**src/hw/rtl/kdlp_pkg.sv**
```systemverilog
// kdlp_pkg: shared types and constants of the keypad debounce / long-press unit.
// Used by kdlp_lane, kdlp_merge and keypad_debounce_long_press_unit; no dependencies.
package kdlp_pkg;

    // Width of the key level input and of the polarity register
    localparam int IN_KEYS = 5;
    localparam int KEY_ID_W = 3;
    localparam int KIND_W = 2;
    localparam int STAMP_W = 32;
    localparam int TIME_W = 16;
    localparam int APB_ADDR_W = 4;
    localparam int APB_DATA_W = 32;

    // Register index codes (byte address = 4 * index)
    localparam logic [1:0] REG_ACTIVE_MASK = 2'd0;
    localparam logic [1:0] REG_DEBOUNCE = 2'd1;
    localparam logic [1:0] REG_LONG_PRESS = 2'd2;

    localparam logic [IN_KEYS-1:0] ACTIVE_MASK_RST = 5'd30;
    localparam logic [TIME_W-1:0] DEBOUNCE_RST = 16'd20;
    localparam logic [TIME_W-1:0] LONG_PRESS_RST = 16'd1000;

    typedef enum logic [KIND_W-1:0] {
        EV_PRESSED = 2'd0,
        EV_RELEASED = 2'd1,
        EV_LONG = 2'd2
    } ev_kind_t;

    // One lane's finding for the current poll
    typedef struct packed {
        logic fire;
        ev_kind_t kind;
    } key_event_t;

    // Merge stage status seen by the top level
    typedef struct packed {
        logic pend_any;
        logic pend_multi;
    } merge_status_t;

endpackage

```
**src/hw/rtl/kdlp_lane.sv**
```systemverilog
// kdlp_lane: per-key phase machine with time stamp; reports at most one event per poll.
// Depends on kdlp_pkg.
module kdlp_lane (
    input  logic                                  aclk,
    input  logic                                  aresetn,
    input  logic                                  take,
    input  logic                                  level,
    input  logic                                  active,
    input  logic [kdlp_pkg::STAMP_W-1:0]          now_ms,
    input  logic [kdlp_pkg::TIME_W-1:0]           debounce_ms,
    input  logic [kdlp_pkg::TIME_W-1:0]           long_press_ms,
    output kdlp_pkg::key_event_t                  ev
);

    typedef enum logic [3:0] {
        PH_RELEASED = 4'b0001,
        PH_PREPRESS = 4'b0010,
        PH_PRESSED  = 4'b0100,
        PH_LONG     = 4'b1000
    } phase_t;

    phase_t                        phase_reg, phase_next;
    logic [kdlp_pkg::STAMP_W-1:0]  stamp_reg, stamp_next;
    logic [kdlp_pkg::STAMP_W-1:0]  elapsed;
    logic                          pressed;
    logic                          over_db;
    logic                          over_lp;

    assign pressed = (level == active);
    // wraparound difference
    assign elapsed = now_ms - stamp_reg;
    assign over_db = elapsed > {{(kdlp_pkg::STAMP_W-kdlp_pkg::TIME_W){1'b0}}, debounce_ms};
    assign over_lp = elapsed > {{(kdlp_pkg::STAMP_W-kdlp_pkg::TIME_W){1'b0}}, long_press_ms};

    always_comb begin
        phase_next = phase_reg;
        stamp_next = stamp_reg;
        ev.fire = 1'b0;
        ev.kind = kdlp_pkg::EV_PRESSED;
        case (phase_reg)
            PH_RELEASED: begin
                if (pressed) begin
                    phase_next = PH_PREPRESS;
                    stamp_next = now_ms;
                end
            end
            PH_PREPRESS: begin
                // bounce back: no event, stamp kept
                if (!pressed) begin
                    phase_next = PH_RELEASED;
                end else if (over_db) begin
                    phase_next = PH_PRESSED;
                    stamp_next = now_ms;
                    ev.fire = 1'b1;
                    ev.kind = kdlp_pkg::EV_PRESSED;
                end
            end
            PH_PRESSED: begin
                if (!pressed) begin
                    phase_next = PH_RELEASED;
                    stamp_next = '0;
                    ev.fire = 1'b1;
                    ev.kind = kdlp_pkg::EV_RELEASED;
                end else if (over_lp) begin
                    phase_next = PH_LONG;
                    stamp_next = now_ms;
                    ev.fire = 1'b1;
                    ev.kind = kdlp_pkg::EV_LONG;
                end
            end
            PH_LONG: begin
                if (!pressed) begin
                    phase_next = PH_RELEASED;
                    stamp_next = '0;
                    ev.fire = 1'b1;
                    ev.kind = kdlp_pkg::EV_RELEASED;
                end
            end
            default: begin
                phase_next = PH_RELEASED;
                stamp_next = '0;
            end
        endcase
    end

    always_ff @(posedge aclk) begin
        if (!aresetn) begin
            phase_reg <= PH_RELEASED;
            stamp_reg <= '0;
        end else if (take) begin
            phase_reg <= phase_next;
            stamp_reg <= stamp_next;
        end
    end

endmodule

```
**src/hw/rtl/kdlp_merge.sv**
```systemverilog
// kdlp_merge: holds one poll's lane events and sends them out lowest key first.
// Depends on kdlp_pkg.
module kdlp_merge #(
    parameter int NUM_KEYS = 5
) (
    input  logic                                  aclk,
    input  logic                                  aresetn,
    input  logic                                  load,
    input  kdlp_pkg::key_event_t                  lane_ev [NUM_KEYS],
    output logic                                  can_load,
    output kdlp_pkg::merge_status_t               status,
    output logic                                  m_valid,
    input  logic                                  m_ready,
    output logic [kdlp_pkg::KEY_ID_W-1:0]         m_key_id,
    output logic [kdlp_pkg::KIND_W-1:0]           m_event_kind,
    output logic                                  m_last_event
);

    localparam int IDX_W = (NUM_KEYS > 1) ? $clog2(NUM_KEYS) : 1;

    logic [NUM_KEYS-1:0]           pend_reg, pend_next;
    kdlp_pkg::ev_kind_t            kind_reg [NUM_KEYS];
    logic [NUM_KEYS-1:0]           sel_onehot;
    logic [NUM_KEYS-1:0]           rest;
    logic [IDX_W-1:0]              sel;
    logic                          out_free;
    logic                          move_out;

    logic                          m_valid_reg;
    logic [kdlp_pkg::KEY_ID_W-1:0] key_id_reg;
    kdlp_pkg::ev_kind_t            kind_out_reg;
    logic                          last_reg;

    // lowest pending key wins
    always_comb begin
        sel = '0;
        sel_onehot = '0;
        for (int i = NUM_KEYS - 1; i >= 0; i--) begin
            if (pend_reg[i]) begin
                sel = IDX_W'(i);
                sel_onehot = NUM_KEYS'(1) << i;
            end
        end
    end

    assign rest = pend_reg & ~sel_onehot;
    assign out_free = !m_valid_reg || m_ready;
    assign move_out = out_free && (|pend_reg);
    // a new poll may enter once the previous one's last event moves to the output
    assign can_load = !(|pend_reg) || (move_out && !(|rest));

    assign status.pend_any = |pend_reg;
    assign status.pend_multi = |rest;

    always_comb begin
        pend_next = pend_reg;
        if (move_out) begin
            pend_next = rest;
        end
        if (load) begin
            for (int i = 0; i < NUM_KEYS; i++) begin
                pend_next[i] = lane_ev[i].fire;
            end
        end
    end

    always_ff @(posedge aclk) begin
        if (!aresetn) begin
            pend_reg <= '0;
            m_valid_reg <= 1'b0;
        end else begin
            pend_reg <= pend_next;
            if (move_out) begin
                m_valid_reg <= 1'b1;
            end else if (m_ready) begin
                m_valid_reg <= 1'b0;
            end
        end
    end

    always_ff @(posedge aclk) begin
        if (load) begin
            for (int i = 0; i < NUM_KEYS; i++) begin
                kind_reg[i] <= lane_ev[i].kind;
            end
        end
        if (move_out) begin
            key_id_reg <= kdlp_pkg::KEY_ID_W'(sel);
            kind_out_reg <= kind_reg[sel];
            last_reg <= !(|rest);
        end
    end

    assign m_valid = m_valid_reg;
    assign m_key_id = key_id_reg;
    assign m_event_kind = kind_out_reg;
    assign m_last_event = last_reg;

endmodule

```
**src/hw/rtl/keypad_debounce_long_press_unit.sv**
```systemverilog
// Keypad debounce / long-press unit: one lane per key plus an event merge stage.
// A poll of raw key levels and a millisecond timestamp updates every key in the cycle
// it is accepted; the lanes' events go into the merge stage, which sends them one per
// cycle when not stalled by m_ready, in key order, with the last mark on the final one.
// The next poll is taken in the cycle the previous poll's last event moves into the
// output register, so the single-event output port sets the rate. Registers (APB,
// byte address 4*i): active_mask, debounce_ms, long_press_ms. Write them only while
// no transaction is in flight.
module keypad_debounce_long_press_unit #(
    parameter int NUM_KEYS = 5
) (
    input  logic                                  aclk,
    input  logic                                  aresetn,
    input  logic                                  psel,
    input  logic                                  penable,
    input  logic                                  pwrite,
    input  logic [kdlp_pkg::APB_ADDR_W-1:0]       paddr,
    input  logic [kdlp_pkg::APB_DATA_W-1:0]       pwdata,
    output logic [kdlp_pkg::APB_DATA_W-1:0]       prdata,
    output logic                                  pready,
    input  logic                                  s_valid,
    output logic                                  s_ready,
    input  logic [kdlp_pkg::IN_KEYS-1:0]          s_key_levels,
    input  logic [kdlp_pkg::STAMP_W-1:0]          s_now_ms,
    output logic                                  m_valid,
    input  logic                                  m_ready,
    output logic [kdlp_pkg::KEY_ID_W-1:0]         m_key_id,
    output logic [kdlp_pkg::KIND_W-1:0]           m_event_kind,
    output logic                                  m_last_event
);

    logic [kdlp_pkg::IN_KEYS-1:0] active_mask_reg;
    logic [kdlp_pkg::TIME_W-1:0]  debounce_reg;
    logic [kdlp_pkg::TIME_W-1:0]  long_press_reg;
    logic [1:0]                   reg_idx;
    logic                         cfg_wr;
    logic                         take;
    logic                         can_load;
    kdlp_pkg::merge_status_t      status;
    kdlp_pkg::key_event_t         lane_ev [NUM_KEYS];

    assign pready = 1'b1;
    assign reg_idx = paddr[3:2];
    assign cfg_wr = psel && penable && pwrite;

    always_ff @(posedge aclk) begin
        if (!aresetn) begin
            active_mask_reg <= kdlp_pkg::ACTIVE_MASK_RST;
            debounce_reg <= kdlp_pkg::DEBOUNCE_RST;
            long_press_reg <= kdlp_pkg::LONG_PRESS_RST;
        end else if (cfg_wr) begin
            case (reg_idx)
                kdlp_pkg::REG_ACTIVE_MASK: active_mask_reg <= pwdata[kdlp_pkg::IN_KEYS-1:0];
                kdlp_pkg::REG_DEBOUNCE:    debounce_reg <= pwdata[kdlp_pkg::TIME_W-1:0];
                kdlp_pkg::REG_LONG_PRESS:  long_press_reg <= pwdata[kdlp_pkg::TIME_W-1:0];
                default: ;
            endcase
        end
    end

    always_comb begin
        case (reg_idx)
            kdlp_pkg::REG_ACTIVE_MASK: prdata = kdlp_pkg::APB_DATA_W'(active_mask_reg);
            kdlp_pkg::REG_DEBOUNCE:    prdata = kdlp_pkg::APB_DATA_W'(debounce_reg);
            kdlp_pkg::REG_LONG_PRESS:  prdata = kdlp_pkg::APB_DATA_W'(long_press_reg);
            default:                   prdata = '0;
        endcase
    end

    assign s_ready = can_load;
    assign take = s_valid && can_load;

    for (genvar g = 0; g < NUM_KEYS; g++) begin : g_lane
        logic lvl;
        logic act;
        // keys beyond the input word read level 0 with low-active polarity
        if (g < kdlp_pkg::IN_KEYS) begin : g_in
            assign lvl = s_key_levels[g];
            assign act = active_mask_reg[g];
        end else begin : g_pad
            assign lvl = 1'b0;
            assign act = 1'b0;
        end

        kdlp_lane u_lane (
            .aclk          (aclk),
            .aresetn       (aresetn),
            .take          (take),
            .level         (lvl),
            .active        (act),
            .now_ms        (s_now_ms),
            .debounce_ms   (debounce_reg),
            .long_press_ms (long_press_reg),
            .ev            (lane_ev[g])
        );
    end

    kdlp_merge #(
        .NUM_KEYS (NUM_KEYS)
    ) u_merge (
        .aclk         (aclk),
        .aresetn      (aresetn),
        .load         (take),
        .lane_ev      (lane_ev),
        .can_load     (can_load),
        .status       (status),
        .m_valid      (m_valid),
        .m_ready      (m_ready),
        .m_key_id     (m_key_id),
        .m_event_kind (m_event_kind),
        .m_last_event (m_last_event)
    );

`ifndef NO_ASSERTIONS
    // never take a poll while the previous one still has two or more events queued
    a_ready_queue: assert property (@(posedge aclk) disable iff (!aresetn)
        s_ready |-> !status.pend_multi)
        else $error("poll accepted with events still queued");

    // a queued event reaches an empty output register in the next cycle
    a_queue_drains: assert property (@(posedge aclk) disable iff (!aresetn)
        (status.pend_any && !m_valid) |=> m_valid)
        else $error("queued event not moved to output");

    // an event without the last mark is followed by more of the same poll
    a_last_mark: assert property (@(posedge aclk) disable iff (!aresetn)
        (m_valid && m_ready && !m_last_event) |-> status.pend_any)
        else $error("non-last event with nothing queued behind it");
`endif

endmodule
```
**config.mk**
```make
export PLATFORM = sky130hd
export DESIGN_NAME = keypad_debounce_long_press_unit
export DESIGN_NICKNAME = d
export VERILOG_FILES = /design/src/hw/rtl/kdlp_pkg.sv /design/src/hw/rtl/kdlp_lane.sv /design/src/hw/rtl/kdlp_merge.sv /design/src/hw/rtl/keypad_debounce_long_press_unit.sv
export SDC_FILE = /design/constraint.sdc
export NUM_CORES = 1
export LEC_CHECK = 0
export BUFFER_PORTS_ARGS = -buffer_cell sky130_fd_sc_hd__buf_2
export CAP_MARGIN = 40
export CORE_MARGIN = 8
export CORE_UTILIZATION = 49
export CTS_CLUSTER_SIZE = 25
export DETAILED_ROUTE_END_ITERATION = 7
export MAX_ROUTING_LAYER = met4
export PLACE_DENSITY = 0.69
export SLEW_MARGIN = 20
export SYNTH_ARGS = -nofsm -noshare
export SYNTH_HDL_FRONTEND = slang
export SYNTH_SLANG_ARGS = --single-unit
```
**constraint.sdc**
```tcl
create_clock -name aclk -period 4.6 [get_ports aclk]
set_input_delay 0.46 -clock aclk [delete_from_list [all_inputs] [get_ports aclk]]
set_output_delay 0.46 -clock aclk [all_outputs]
set_load 0.1 [all_outputs]
```
==> out/metrics.cfg <==
[power_and_ir_drop]
power_density_mw_per_mm2=323.2
p_leak_uw=0.01140
peakVddDrop_uv=309.4

[drt]
drt-initial-drc-count=1948
ant_nets=0
wl_um=81620
route.detailed.drc=0
vias_per_cell=6.176
detail_route.first_pass.iterations=6
vias=24480
wl_per_cell_um=20.59

[cts]
numCtsBuffers=30
ctsHtreeMaxLevel=1
clkTransAtPathRegs_ns=0.06
cts_root_buf=clkbuf_16
clock_path_buffers=3
insertion_delay_ns=0.62
cts_tree=built
cts_sinks=239

[logic_synthesis]
ys_ff_latch=239
syn_inst=3126
avgSynthCellArea_um2=7.683
yosys_warnings=0
ys_async_sr_fraction_pct=0
syn-cell-area_mm2=0.02402
seq_area_frac_synth_pct=20.59
synthDistinctLibCells=101
synth_edf_count=16
synth_top_flop_cell=dfxtp_1

[global_route]
antenna_found_initial=0
grt_util_all_layers_pct=28.29
grt_max_degree=104
grt_overflow=0
grt_pass1_wl_um=126500
grt_pass1_vias=23120

[finish]
final_nets=3718
design_area_mm2=0.02777
fin_util_pct=57.09
area_growth_pct=15.64
fillCellCount=4551
multi_input_area_mm2=0.01771
layout-drive-gt1-share_pct=14.18
diodes=0
largest_reg_flops=160
ff_latch_area_mm2=0.004947

[sta]
hold_violations=0
fin_skew_ns=0.04208
finalCritPeriodShare_pct=96.13
tightest_slew_ns=0.8583
slew_viol_final=0
fmax_mhz=226.2
fin_crit_ns=4.422
setup_viol_count_final=0
max_slew_margin_pct=42.78

[worst_setup_path]
path_cells=ha_1 -> fa_1 -> nor2b_2 -> o2111ai_4 -> a21oi_2 -> nor2_1 -> nor2_1 -> nor2_1 -> xnor2_1 -> ha_1 -> or3_1 -> o21ai_0 -> a21oi_1 -> a31oi_1 -> o22ai_2 -> nor2_2 -> a21oi_2 -> nor4_4 -> nor3_4 -> buf_12 -> a22o_1
crit_type=register to register
cp_max_fo=32
cpMostUsedCell=nor2_1
cpLargestDelayFamily=simple AND/OR/NAND/NOR gates
cp_slowest_stage_delay_ns=0.41
critPathBufInv=1
start_kind=register
worst_setup_path_end_kind=register
crit_slowest_cell=fa_1
arrival_ns=4.89
cp_data_required_time_ns=5.07

[floorplanning]
coreArea_mm2=0.04865
die_area_mm2=0.05635
start_util_pct=49.37
dieHeight_um=237.4
num_rows=81
die_x_um=237.4
io_pins=121

[placed_design]
hpwl_um=62470
io_buffers=85
dpl_cell_area_mm2=0.02628
gp_congestion=0.9623

[run]
maxCapViolCount=0

[status]
run_status=finished, final reports clean

[hold_path]
hold_class=primary input to register

[logic make-up (layout without fill, tap and decap cells)]
kind of cell	after synthesis	after routing	share of synthesized area [%]
compound gates	953	953	26.79
other cells	2	17	0.03127
flops	239	239	20.59
buf+inv	403	604	7.070
mux	96	96	4.032
fa+ha+maj	321	321	16.87
xor+xnor	124	124	4.522
simple gates	988	988	20.09
[tightest hold or removal path: cells and delay by family]
family                 cells  cell delay [ns]
buffers and inverters      1             0.09
and+or+nand+nor            1             0.04
AOI/OAI and AO/OA          1             0.07
[cell usage in the layout, fill, tap and decap left out, types with 34 or more instances in the layout]
cell | Yosys | layout
nand2b_1 | 35 | 35
dfxtp_1 | 223 | 221
ha_1 | 315 | 314
o21a_1 | 44 | 44
o31ai_1 | 44 | 41
a21oi_1 | 255 | 244
buf_2 | 21 | 84
mux2i_1 | 90 | 90
a21o_1 | 89 | 89
nand4_1 | 80 | 80
a22o_1 | 76 | 76
xor2_1 | 46 | 45
buf_4 | 18 | 209
xnor2_1 | 78 | 74
nor2_1 | 155 | 153
o21ai_0 | 162 | 156
nor3_1 | 43 | 41
nand2_1 | 356 | 356
nor2b_1 | 40 | 36
nand3_1 | 149 | 149
o211ai_1 | 47 | 47
clkbuf_16 | 0 | 34
inv_1 | 236 | 236
[synthesized netlist by cell type, types with 20 or more instances]
cell type	instances	share of area [%]
a211oi_1	25	0.78
a21o_1	89	2.8
a21oi_1	255	5.3
a22o_1	76	2.8
a31oi_1	28	0.73
buf_2	21	0.44
clkbuf_1	112	1.8
dfxtp_1	223	19
ha_1	315	16
inv_1	236	3.7
mux2i_1	90	3.8
nand2_1	356	5.6
nand2b_1	35	0.91
nand3_1	149	3.1
nand4_1	80	2.1
nor2_1	155	2.4
nor2b_1	40	1.0
nor3_1	43	0.90
o211ai_1	47	1.5
o21a_1	44	1.4
o21ai_0	162	3.4
o31ai_1	44	1.4
or3_1	20	0.52
xnor2_1	78	2.8
xor2_1	46	1.7
[path summary, 6_finish.rpt]
check | slack [ns] | end | startpoint | cells after the start
min | 0.09 | long_press_reg[6] | pwdata[6] | 3
max | 0.18 | g_lane[4].u_lane.stamp_reg[23] | g_lane[4].u_lane.stamp_reg[0] | 21
max reg2reg | 0.18 | g_lane[4].u_lane.stamp_reg[23] | g_lane[4].u_lane.stamp_reg[0] | 21
min reg2reg | 0.46 | g_lane[3].u_lane.stamp_reg[25] | g_lane[3].u_lane.stamp_reg[25] | 2
[layer usage]
metal / up-vias / track usage, % / wire length, µm
li1: 11810 / - / -
met1: 11630 / 36.64 / 36370
met2: 855 / 44.78 / 36310
met3: 184 / 3.741 / 5641
met4: 0 / 10.52 / 3293
met5: - / - / 0
[where the power goes]
part	total [µW]	switching, µW	leakage [µW]	internal [µW]
Sequential	2310	86.9	0.00198	2220
Combinational	4020	2370	0.00889	1660
Clock	2640	1080	0.000526	1560
[area by class of cell]
class,instances,area share (%)
Tap cell,622,2.802
Clock inverter,24,1.153
Sequential cell,239,17.81
Multi-Input combinational cell,2499,63.76
Inverter,237,3.203
Timing Repair Buffer,311,8.502
Clock buffer,32,2.766
[what timing repair did]
action,CTS,global route
hold endpoints to repair,0,0
gates cloned,0,4
endpoints found under the setup margin,64,139
buffers inserted,0,4
pin swaps,0,12
hold buffers,0,0
resized for setup,3,50
[stage by stage]
stage | worst slack (ns) | power (µW) | TNS (ns) | std cells | hold slack [ns]
global route | -0.07818 | 9515 | -1.294 | 3964 | 0.08477
floorplan | 0.2907 | 4985 | 0 | 3141 | 0.4347
global placement | -0.3800 | 6065 | -41.64 | 3897 | 0.4426
finish | 0.1782 | 8974 | 0 | 3964 | 0.08720
CTS | 0.03577 | 8851 | 0 | 3955 | 0.06536
detailed placement | -0.4434 | 6168 | -54.11 | 3899 | 0.4496
Power figures use the tool's default switching activity.
